--- src/rtl/epo_pkg.sv ---
`timescale 1ns / 1ps
`default_nettype none

package epo_pkg;

  localparam int PHASE_BITS = 32;

  localparam int CV_W       = 17;
  localparam int WAVE_W     = 16;
  localparam int KNOB_W     = 13;
  localparam int STEP_W     = 29;
  localparam int CFG_DATA_W = 29;
  localparam int CFG_INDEX_W = 1;

  localparam logic [CFG_INDEX_W-1:0] REG_PITCH_KNOB = 1'b0;
  localparam logic [CFG_INDEX_W-1:0] REG_C4_STEP    = 1'b1;

  localparam logic [STEP_W-1:0] C4_STEP_RESET = 29'd25480000;

  localparam logic [29:0] LN2_Q30     = 30'd744261118;
  localparam logic [30:0] HALF_PI_Q30 = 31'd1686629713;
  localparam logic [31:0] PI_Q30      = 32'd3373259426;
  localparam logic [30:0] ONE_Q30     = 31'h4000_0000;

  localparam int PITCH_LIMIT = 16384;
  localparam int WAVE_FULL   = 20480;

  // product shift for the phase increment is INC_SHIFT_BASE - octave code
  localparam int INC_SHIFT_BASE = 66 - PHASE_BITS;

  localparam int PROD_W = 66;
  localparam int MA_W   = 34;
  localparam int MB_W   = 32;
  localparam int DIV_W  = 36;
  localparam int DIV_STEPS = 9;

  localparam logic [4:0] MANT_TERMS  = 5'd10;
  localparam logic [4:0] PHASE_TERMS = 5'd16;
  localparam logic [4:0] COS_TERMS   = 5'd10;

  localparam logic [2:0] MUL_X    = 3'd0;
  localparam logic [2:0] MUL_TERM = 3'd1;
  localparam logic [2:0] MUL_INC  = 3'd2;
  localparam logic [2:0] MUL_PH   = 3'd3;
  localparam logic [2:0] MUL_SQ   = 3'd4;

  localparam logic ARG_SHR12 = 1'b0;
  localparam logic ARG_SHR30 = 1'b1;

  typedef struct packed {
    logic       load_in;
    logic       mul_en;
    logic [2:0] mul_sel;
    logic       arg_ld;
    logic       arg_src;
    logic       series_init;
    logic       div_start;
    logic       div_step;
    logic       term_acc;
    logic       term_sub;
    logic       series_cos;
    logic [4:0] k;
    logic       phase_ld;
    logic       ad_ld;
    logic       out_ld;
  } cmd_t;

  typedef struct packed {
    logic div_last;
  } sts_t;

  function automatic logic [8:0] series_divisor(input logic is_cos, input logic [4:0] k);
    logic [8:0] d;
    d = {4'b0, k};
    if (is_cos) begin
      case (k)
        5'd1:    d = 9'd2;
        5'd2:    d = 9'd12;
        5'd3:    d = 9'd30;
        5'd4:    d = 9'd56;
        5'd5:    d = 9'd90;
        5'd6:    d = 9'd132;
        5'd7:    d = 9'd182;
        5'd8:    d = 9'd240;
        5'd9:    d = 9'd306;
        5'd10:   d = 9'd380;
        default: d = 9'd1;
      endcase
    end
    return d;
  endfunction

endpackage

`default_nettype wire

--- src/rtl/epo_datapath.sv ---
`timescale 1ns / 1ps
`default_nettype none

module epo_datapath (
  input  logic                                  clk,
  input  logic                                  rst,
  input  logic                                  cfg_write,
  input  logic [epo_pkg::CFG_INDEX_W-1:0]       cfg_index,
  input  logic [epo_pkg::CFG_DATA_W-1:0]        cfg_data,
  input  logic signed [epo_pkg::CV_W-1:0]       pitch_cv,
  input  epo_pkg::cmd_t                         cmd,
  output epo_pkg::sts_t                         sts,
  output logic signed [epo_pkg::WAVE_W-1:0]     wave_sample
);

  logic [epo_pkg::KNOB_W-1:0]     pitch_knob;
  logic [epo_pkg::STEP_W-1:0]     c4_phase_step;
  logic [epo_pkg::PHASE_BITS-1:0] phase;
  logic [15:0]                    q;
  logic [epo_pkg::MA_W-1:0]       arg;
  logic [31:0]                    term;
  logic signed [35:0]             sum;
  logic [epo_pkg::PROD_W-1:0]     prod;
  logic [epo_pkg::DIV_W-1:0]      dq;
  logic [8:0]                     rem;
  logic [3:0]                     div_cnt;
  logic [31:0]                    ad;

  logic signed [17:0]             pitch_sum;
  logic [15:0]                    q_in;
  logic [epo_pkg::MA_W-1:0]       mul_a;
  logic [epo_pkg::MB_W-1:0]       mul_b;
  logic [epo_pkg::PHASE_BITS+29:0] ph_ext;
  logic [29:0]                    tq;
  logic [6:0]                     shamt;
  logic [epo_pkg::PROD_W-1:0]     inc_full;
  logic [8:0]                     divisor;
  logic [8:0]                     r_w;
  logic [9:0]                     t_w;
  logic [epo_pkg::DIV_W-1:0]      d_w;
  logic signed [35:0]             cos_arg;
  logic signed [35:0]             neg_sum;
  logic signed [35:0]             s_cl;
  logic [31:0]                    w;
  logic [34:0]                    w5;
  logic [16:0]                    u;
  logic [15:0]                    u_cl;

  always_comb begin
    pitch_sum = $signed({5'b0, pitch_knob}) + $signed({pitch_cv[16], pitch_cv});
    if (pitch_sum > epo_pkg::PITCH_LIMIT) begin
      q_in = 16'(2 * epo_pkg::PITCH_LIMIT);
    end else if (pitch_sum < -epo_pkg::PITCH_LIMIT) begin
      q_in = '0;
    end else begin
      q_in = 16'(pitch_sum + epo_pkg::PITCH_LIMIT);
    end
  end

  assign ph_ext = {phase, 30'b0};
  assign tq     = ph_ext[epo_pkg::PHASE_BITS+29 -: 30];

  always_comb begin
    case (cmd.mul_sel)
      epo_pkg::MUL_X: begin
        mul_a = {22'b0, q[11:0]};
        mul_b = {2'b0, epo_pkg::LN2_Q30};
      end
      epo_pkg::MUL_TERM: begin
        mul_a = arg;
        mul_b = term;
      end
      epo_pkg::MUL_INC: begin
        mul_a = {5'b0, c4_phase_step};
        mul_b = sum[31:0];
      end
      epo_pkg::MUL_PH: begin
        mul_a = {4'b0, tq};
        mul_b = {1'b0, epo_pkg::HALF_PI_Q30};
      end
      epo_pkg::MUL_SQ: begin
        mul_a = {2'b0, ad};
        mul_b = ad;
      end
      default: begin
        mul_a = '0;
        mul_b = '0;
      end
    endcase
  end

  assign shamt    = 7'(epo_pkg::INC_SHIFT_BASE) - {3'b0, q[15:12]};
  assign inc_full = prod >> shamt;

  assign divisor = epo_pkg::series_divisor(cmd.series_cos, cmd.k);

  // radix-16 restoring division: four quotient bits per cycle
  always_comb begin
    r_w = rem;
    d_w = dq;
    t_w = '0;
    for (int i = 0; i < 4; i++) begin
      t_w = {r_w, d_w[epo_pkg::DIV_W-1]};
      d_w = {d_w[epo_pkg::DIV_W-2:0], 1'b0};
      if (t_w >= {1'b0, divisor}) begin
        t_w    = t_w - {1'b0, divisor};
        d_w[0] = 1'b1;
      end
      r_w = t_w[8:0];
    end
  end

  assign sts.div_last = (div_cnt == 4'(epo_pkg::DIV_STEPS - 1));

  assign cos_arg = sum - $signed({4'b0, epo_pkg::PI_Q30});

  always_comb begin
    neg_sum = -sum;
    if (neg_sum < -$signed({5'b0, epo_pkg::ONE_Q30})) begin
      s_cl = -$signed({5'b0, epo_pkg::ONE_Q30});
    end else if (neg_sum > $signed({5'b0, epo_pkg::ONE_Q30})) begin
      s_cl = $signed({5'b0, epo_pkg::ONE_Q30});
    end else begin
      s_cl = neg_sum;
    end
    w  = 32'(s_cl + $signed({5'b0, epo_pkg::ONE_Q30}));
    w5 = {1'b0, w, 2'b0} + {3'b0, w};
    u  = 17'((w5 + 35'h2_0000) >> 18);
    if (u > 17'(2 * epo_pkg::WAVE_FULL)) begin
      u_cl = 16'(2 * epo_pkg::WAVE_FULL);
    end else begin
      u_cl = u[15:0];
    end
  end

  always_ff @(posedge clk) begin
    if (rst) begin
      pitch_knob    <= '0;
      c4_phase_step <= epo_pkg::C4_STEP_RESET;
      phase         <= '0;
      div_cnt       <= '0;
    end else begin
      if (cfg_write) begin
        case (cfg_index)
          epo_pkg::REG_PITCH_KNOB: pitch_knob    <= cfg_data[epo_pkg::KNOB_W-1:0];
          epo_pkg::REG_C4_STEP:    c4_phase_step <= cfg_data[epo_pkg::STEP_W-1:0];
          default: ;
        endcase
      end
      if (cmd.phase_ld) begin
        phase <= phase + inc_full[epo_pkg::PHASE_BITS-1:0];
      end
      if (cmd.div_start) begin
        div_cnt <= '0;
      end else if (cmd.div_step) begin
        div_cnt <= div_cnt + 4'd1;
      end
    end
  end

  always_ff @(posedge clk) begin
    if (cmd.load_in) begin
      q <= q_in;
    end
    if (cmd.mul_en) begin
      prod <= mul_a * mul_b;
    end
    if (cmd.arg_ld) begin
      if (cmd.arg_src == epo_pkg::ARG_SHR12) begin
        arg <= {4'b0, prod[41:12]};
      end else begin
        arg <= prod[63:30];
      end
    end
    if (cmd.div_start) begin
      dq  <= prod[65:30];
      rem <= '0;
    end else if (cmd.div_step) begin
      dq  <= d_w;
      rem <= r_w;
    end
    if (cmd.series_init) begin
      term <= 32'(epo_pkg::ONE_Q30);
      sum  <= $signed({5'b0, epo_pkg::ONE_Q30});
    end else if (cmd.term_acc) begin
      term <= dq[31:0];
      if (cmd.term_sub) begin
        sum <= sum - $signed(dq);
      end else begin
        sum <= sum + $signed(dq);
      end
    end
    if (cmd.ad_ld) begin
      ad <= cos_arg[35] ? 32'(-cos_arg) : cos_arg[31:0];
    end
    if (cmd.out_ld) begin
      wave_sample <= $signed(u_cl - 16'(epo_pkg::WAVE_FULL));
    end
  end

endmodule

`default_nettype wire

--- src/rtl/epo_ctrl.sv ---
`timescale 1ns / 1ps
`default_nettype none

module epo_ctrl (
  input  logic          clk,
  input  logic          rst,
  input  logic          in_valid,
  output logic          in_ready,
  output logic          out_valid,
  input  logic          out_ready,
  input  epo_pkg::sts_t sts,
  output epo_pkg::cmd_t cmd
);

  localparam logic [3:0] S_IDLE    = 4'd0;
  localparam logic [3:0] S_X_MUL   = 4'd1;
  localparam logic [3:0] S_LD_X    = 4'd2;
  localparam logic [3:0] S_SER_MUL = 4'd3;
  localparam logic [3:0] S_SER_DLD = 4'd4;
  localparam logic [3:0] S_SER_DIV = 4'd5;
  localparam logic [3:0] S_SER_ACC = 4'd6;
  localparam logic [3:0] S_INC_MUL = 4'd7;
  localparam logic [3:0] S_INC_ADD = 4'd8;
  localparam logic [3:0] S_PH_MUL  = 4'd9;
  localparam logic [3:0] S_LD_A    = 4'd10;
  localparam logic [3:0] S_LD_D    = 4'd11;
  localparam logic [3:0] S_SQ_MUL  = 4'd12;
  localparam logic [3:0] S_LD_D2   = 4'd13;
  localparam logic [3:0] S_DONE    = 4'd14;

  localparam logic [1:0] STG_MANT  = 2'd0;
  localparam logic [1:0] STG_PHASE = 2'd1;
  localparam logic [1:0] STG_COS   = 2'd2;

  logic [3:0] state;
  logic [3:0] state_next;
  logic [4:0] k;
  logic [4:0] k_next;
  logic [1:0] stage;
  logic [1:0] stage_next;
  logic [4:0] n_terms;
  logic       slot_free;

  assign in_ready  = (state == S_IDLE);
  assign slot_free = !out_valid || out_ready;

  always_comb begin
    case (stage)
      STG_MANT:  n_terms = epo_pkg::MANT_TERMS;
      STG_PHASE: n_terms = epo_pkg::PHASE_TERMS;
      default:   n_terms = epo_pkg::COS_TERMS;
    endcase
  end

  always_comb begin
    cmd            = '0;
    cmd.k          = k;
    cmd.series_cos = (stage == STG_COS);
    cmd.term_sub   = (stage == STG_COS) && k[0];
    state_next     = state;
    k_next         = k;
    stage_next     = stage;
    case (state)
      S_IDLE: begin
        if (in_valid) begin
          cmd.load_in = 1'b1;
          state_next  = S_X_MUL;
        end
      end
      S_X_MUL: begin
        cmd.mul_en  = 1'b1;
        cmd.mul_sel = epo_pkg::MUL_X;
        state_next  = S_LD_X;
      end
      S_LD_X: begin
        cmd.arg_ld      = 1'b1;
        cmd.arg_src     = epo_pkg::ARG_SHR12;
        cmd.series_init = 1'b1;
        k_next          = 5'd1;
        stage_next      = STG_MANT;
        state_next      = S_SER_MUL;
      end
      S_SER_MUL: begin
        cmd.mul_en  = 1'b1;
        cmd.mul_sel = epo_pkg::MUL_TERM;
        state_next  = S_SER_DLD;
      end
      S_SER_DLD: begin
        cmd.div_start = 1'b1;
        state_next    = S_SER_DIV;
      end
      S_SER_DIV: begin
        cmd.div_step = 1'b1;
        if (sts.div_last) begin
          state_next = S_SER_ACC;
        end
      end
      S_SER_ACC: begin
        cmd.term_acc = 1'b1;
        k_next       = k + 5'd1;
        if (k != n_terms) begin
          state_next = S_SER_MUL;
        end else begin
          case (stage)
            STG_MANT:  state_next = S_INC_MUL;
            STG_PHASE: state_next = S_LD_D;
            default:   state_next = S_DONE;
          endcase
        end
      end
      S_INC_MUL: begin
        cmd.mul_en  = 1'b1;
        cmd.mul_sel = epo_pkg::MUL_INC;
        state_next  = S_INC_ADD;
      end
      S_INC_ADD: begin
        cmd.phase_ld = 1'b1;
        state_next   = S_PH_MUL;
      end
      S_PH_MUL: begin
        cmd.mul_en  = 1'b1;
        cmd.mul_sel = epo_pkg::MUL_PH;
        state_next  = S_LD_A;
      end
      S_LD_A: begin
        cmd.arg_ld      = 1'b1;
        cmd.arg_src     = epo_pkg::ARG_SHR30;
        cmd.series_init = 1'b1;
        k_next          = 5'd1;
        stage_next      = STG_PHASE;
        state_next      = S_SER_MUL;
      end
      S_LD_D: begin
        cmd.ad_ld  = 1'b1;
        state_next = S_SQ_MUL;
      end
      S_SQ_MUL: begin
        cmd.mul_en  = 1'b1;
        cmd.mul_sel = epo_pkg::MUL_SQ;
        state_next  = S_LD_D2;
      end
      S_LD_D2: begin
        cmd.arg_ld      = 1'b1;
        cmd.arg_src     = epo_pkg::ARG_SHR30;
        cmd.series_init = 1'b1;
        k_next          = 5'd1;
        stage_next      = STG_COS;
        state_next      = S_SER_MUL;
      end
      S_DONE: begin
        if (slot_free) begin
          cmd.out_ld = 1'b1;
          state_next = S_IDLE;
        end
      end
      default: begin
        state_next = S_IDLE;
      end
    endcase
  end

  always_ff @(posedge clk) begin
    if (rst) begin
      state     <= S_IDLE;
      k         <= '0;
      stage     <= STG_MANT;
      out_valid <= 1'b0;
    end else begin
      state <= state_next;
      k     <= k_next;
      stage <= stage_next;
      if (cmd.out_ld) begin
        out_valid <= 1'b1;
      end else if (out_ready) begin
        out_valid <= 1'b0;
      end
    end
  end

`ifndef SYNTHESIS
  a_accept_starts: assert property (@(posedge clk) disable iff (rst)
    (in_valid && in_ready) |=> (state == S_X_MUL))
    else $error("transaction accepted without starting the pitch step");

  a_div_seq: assert property (@(posedge clk) disable iff (rst)
    cmd.div_step |-> ($past(cmd.div_start) || $past(cmd.div_step)))
    else $error("divider stepped without a load");

  a_out_slot: assert property (@(posedge clk) disable iff (rst)
    cmd.out_ld |-> (!out_valid || out_ready))
    else $error("result overwrote a pending transaction");

  a_k_range: assert property (@(posedge clk) disable iff (rst)
    (state == S_SER_DIV) |-> (k >= 5'd1 && k <= epo_pkg::PHASE_TERMS))
    else $error("series term index out of range");
`endif

endmodule

`default_nettype wire

--- src/rtl/exp_pitch_phase_oscillator_core.sv ---
`timescale 1ns / 1ps
`default_nettype none

// Channel  | Handshake             | Payload
// ---------+-----------------------+----------------------------------------
// input    | in_valid / in_ready   | pitch_cv (17b signed, 1/4096 V)
// output   | out_valid / out_ready | wave_sample (16b signed, 1/4096 V)
// config   | cfg_write             | cfg_index, cfg_data (no wait)
//
// The result is registered in the output register at the end of each transaction:
// 36 series terms through one shared 34x32 multiplier and a 4-bit-per-cycle
// divider, plus setup and handshake steps.
// Synchronous active-high rst clears phase, knob and control; presets the C4 step.
// A finished result is held in the output register; the next input is taken
// meanwhile, and the block stalls at its end only if that result is unread.

module exp_pitch_phase_oscillator_core (
  input  logic                                clk,
  input  logic                                rst,
  input  logic                                in_valid,
  output logic                                in_ready,
  input  logic signed [epo_pkg::CV_W-1:0]     pitch_cv,
  output logic                                out_valid,
  input  logic                                out_ready,
  output logic signed [epo_pkg::WAVE_W-1:0]   wave_sample,
  input  logic                                cfg_write,
  input  logic [epo_pkg::CFG_INDEX_W-1:0]     cfg_index,
  input  logic [epo_pkg::CFG_DATA_W-1:0]      cfg_data
);

  epo_pkg::cmd_t cmd;
  epo_pkg::sts_t sts;

  epo_ctrl u_ctrl (
    .clk       (clk),
    .rst       (rst),
    .in_valid  (in_valid),
    .in_ready  (in_ready),
    .out_valid (out_valid),
    .out_ready (out_ready),
    .sts       (sts),
    .cmd       (cmd)
  );

  epo_datapath u_datapath (
    .clk         (clk),
    .rst         (rst),
    .cfg_write   (cfg_write),
    .cfg_index   (cfg_index),
    .cfg_data    (cfg_data),
    .pitch_cv    (pitch_cv),
    .cmd         (cmd),
    .sts         (sts),
    .wave_sample (wave_sample)
  );

endmodule

`default_nettype wire
--- config.mk ---
export PLATFORM = sky130hd
export DESIGN_NAME = exp_pitch_phase_oscillator_core
export DESIGN_NICKNAME = d
export VERILOG_FILES = /design/src/rtl/epo_pkg.sv /design/src/rtl/epo_datapath.sv /design/src/rtl/epo_ctrl.sv /design/src/rtl/exp_pitch_phase_oscillator_core.sv
export SDC_FILE = /design/constraint.sdc
export NUM_CORES = 2
export LEC_CHECK = 0
export ABC_AREA = 1
export BUFFER_PORTS_ARGS = -buffer_cell sky130_fd_sc_hd__buf_2
export CORE_MARGIN = 2
export CORE_UTILIZATION = 38
export CTS_BUF_LIST = sky130_fd_sc_hd__clkbuf_4
export CTS_CLUSTER_SIZE = 28
export DETAILED_ROUTE_END_ITERATION = 10
export HOLD_SLACK_MARGIN = 0.03
export PLACE_DENSITY = 0.58
export SKIP_LAST_GASP = 1
export SLEW_MARGIN = 20
export SYNTH_ARGS = -nofsm -noshare
export SYNTH_HDL_FRONTEND = slang
export SYNTH_SLANG_ARGS = --single-unit
--- constraint.sdc ---
create_clock -name clk -period 8.6 [get_ports clk]
set_clock_uncertainty 0.05 [all_clocks]
set_input_delay 0 -clock clk [delete_from_list [all_inputs] [get_ports clk]]
set_output_delay 0 -clock clk [all_outputs]
set_load 0.03 [all_outputs]
==> metrics.txt <==
status=finished with violations; failing checks=negative setup slack; synthesized area=63800 sq um; max layer used=met4; Antenna Violating Nets Remaining=0; Peak Freq=115 MHz; 1st-pass router iterations=9; CTS tree=built; Data required, critical path=9.18 ns; Setup crit start kind=flip-flop; clk root buf=clkbuf_4; FP Rows=150; Pins Over Slew Limit=0; syn_nets=9774; CP Launch Point=u_ctrl.state[2]$_SDFFE_PP0P_; CP Class=reg -> reg; RePlAce Congestion=1.01; Max Root-Sink Buffers=3; CP Max Fanout=10; Post-Synthesis Cells=8300; most frequent cells in the layout=nand2_1 (1763), inv_1 (1674), fa_1 (926); initial antenna violation count=7; Die X=414 um; Final Non-Filler Cells=11346; worst hold slack=0.110 ns; routed wl met3=19600 um; Critical Path Sink Type=flip-flop; delay-heaviest family, CP=adder cells; metal1 wirelength=102000 um; post-synthesis sequential area ratio=14.9%; wire length on met2=108000 um; ys flop type=edfxtp_1; vias=58830; Final Worst Setup Slack=-0.0631 ns; Initial Util=38.2%; Die Span Y=414 um; Most Frequent Cell on Critical Path=buf_4; H-tree depth=3; number of port buffers=69; Reg2Reg Launch Point=u_ctrl.state[2]$_SDFFE_PP0P_; minimum clock period=8.66 ns; hpwl dp=197000 um; I/O Pins=70; DR vias/cell=5.19; crit-path max cell delay=0.62 ns; Final Hold Fails=0; clock transition at the registers of the reported paths=0.07 ns; class of the worst hold path=in -> reg; die footprint=171000 sq um; maxcap violations=0; RSZ-0062 raised after global routing=yes; residual DRC count=0; Core Util, Final=45.9%; Max stage delay cell, worst path=fa_1; HP Start=rst; Worst-Margin Slew=1.19 ns; area grow syn2layout=20.1%; core area=167000 sq um; WL per Instance=21.1 um; commonest non-fill, non-tap cell in the layout=nand2_1; largest net degree at the start of global routing=67; Total GRT Usage=28.0%; Buffers & Inverters on Critical Path=15; Yosys warning count=0; setup violators final=9; nets=10518; TritonCTS Buffers=109; Yosys cell types=63; Post-synth ARST share=0%; Tcrit/Tclk final=101%; max_slew headroom=20.0%; layout cells sized above 1=15.8%; CTS Sinks=376; number of global-route vias before repair=59793; number of flops mapped to enable cells by yosys=200; GR Overflow Total=0; Placed Cells incl. Taps=10920; Clock Latency Late Sink=1.02 ns; Mapped Avg Cell Area=7.68 sq um; Yosys reg bits=376; first-pass GRT wire length=362000 um; Post-Place Setup Slack=-0.869 ns; Post-Route WL=240000 um; Arr. time, crit path=9.25 ns; 1st-iter DRT viols=5184
## flip-flops by register name, summed over array words and instances (netlist names), named ones only
name / flops
u_datapath.sum: 36
u_datapath.wave_sample: 16
u_datapath.q: 16
u_ctrl.stage: 2
u_datapath.arg: 34
u_datapath.dq: 36
u_ctrl.out_valid: 1
u_datapath.pitch_knob: 13
u_datapath.phase: 32
u_datapath.ad: 32
u_datapath.c4_phase_step: 29
u_datapath.div_cnt: 4
u_ctrl.state: 4
u_datapath.prod: 66
u_ctrl.k: 5
u_datapath.term: 32
u_datapath.rem: 9
## worst min-delay path, delay by kind of cell
kind            cells  cell delay, ns
buf+inv             2            0.87
compound gates      1            0.21
## cells by family (layout without fill, tap and decap cells)
logic type	after synthesis	in the layout	synth area share, %
AND/OR/NAND/NOR	2837	2837	17.8
buffers and inverters	2076	2911	12.3
adder cells (fa/ha/maj)	1422	1422	39.2
AO/OA/AOI/OAI	1241	1241	10.7
flip-flops	376	376	14.9
XOR/XNOR	258	258	3.57
multiplexers	90	90	1.41
other	0	7	0
## synthesized netlist by cell type, types with 6 or more instances
| master | instances | share of area [%] |
|---|---|---|
| o221ai_1 | 8 | 0.11 |
| nor4_1 | 15 | 0.15 |
| a21oi_1 | 423 | 3.3 |
| nor2_1 | 748 | 4.4 |
| nand2_1 | 1786 | 11 |
| a221oi_1 | 24 | 0.33 |
| xnor2_1 | 95 | 1.3 |
| nand2_2 | 10 | 0.098 |
| nand4_1 | 40 | 0.39 |
| dfxtp_1 | 176 | 5.5 |
| a21o_1 | 10 | 0.12 |
| a21boi_0 | 8 | 0.094 |
| xor2_1 | 161 | 2.2 |
| ha_1 | 459 | 9.0 |
| clkbuf_1 | 284 | 1.7 |
| buf_6 | 7 | 0.12 |
| o21a_1 | 23 | 0.27 |
| nand3_1 | 127 | 1.0 |
| or2_2 | 8 | 0.079 |
| nor3_1 | 52 | 0.41 |
| nand2_4 | 6 | 0.11 |
| o21ai_0 | 558 | 4.4 |
| mux2i_1 | 90 | 1.4 |
| inv_1 | 1719 | 10 |
| a22o_1 | 6 | 0.082 |
| inv_2 | 21 | 0.12 |
| o21bai_1 | 7 | 0.082 |
| nor2_4 | 15 | 0.26 |
| o22ai_1 | 22 | 0.22 |
| o21ai_1 | 30 | 0.24 |
| o31ai_1 | 11 | 0.13 |
| o211ai_1 | 26 | 0.31 |
| a31oi_1 | 42 | 0.41 |
| nand3_2 | 7 | 0.11 |
| buf_1 | 27 | 0.16 |
| clkinv_1 | 13 | 0.077 |
| edfxtp_1 | 200 | 9.4 |
| nor2_2 | 15 | 0.15 |
| a21oi_2 | 6 | 0.082 |
| fa_1 | 963 | 30 |
## stage by stage
step | TNS, ns | area (sq um)
2_1_floorplan | 0 | 63800
3_3_place_gp | -16.70 | 71100
3_5_place_dp | -21.11 | 71100
4_1_cts | -0.325 | 75500
5_1_grt | -6.18 | 76600
6_report | -0.249 | 76600
## worst paths after layout
path                                 endpoint  slack (ns)  cells after the start
max reg2reg     u_datapath.prod[46]$_DFFE_PN_       -0.06                     39
min reg2reg  u_datapath.term[22]$_SDFFE_PP0P_        0.40                      2
min              u_ctrl.stage[1]$_SDFFE_PP0P_        0.11                      3
max             u_datapath.prod[46]$_DFFE_PN_       -0.06                     39
## layer usage
layer	GRT usage (%)	vias to the layer above
li1	-	27100
met1	37.9	28967
met2	45.4	2339
met3	4.44	424
met4	9.40	0
met5	0	-
## layout make-up
type	count	area (sq um)
diodes	7	17.5
repair buffers	956	8170
multi-input cells	5848	48000
fillers	16651	90300
clock inverters	37	193
clock buffers	165	1240
well taps	2204	2760
flip-flops and latches	376	9540
inverters	1753	6620
## what timing repair did
action	CTS	global route
pin swaps	93	96
cloned	2	2
setup buffers	78	30
hold buffers	116	0
gates resized for setup	341	183
endpoints found under the hold margin	131	0
setup endpoints to repair	51	47
Power is not shown: default switching activity piles up to over one toggle a cycle in this logic, so the estimate is an artifact.
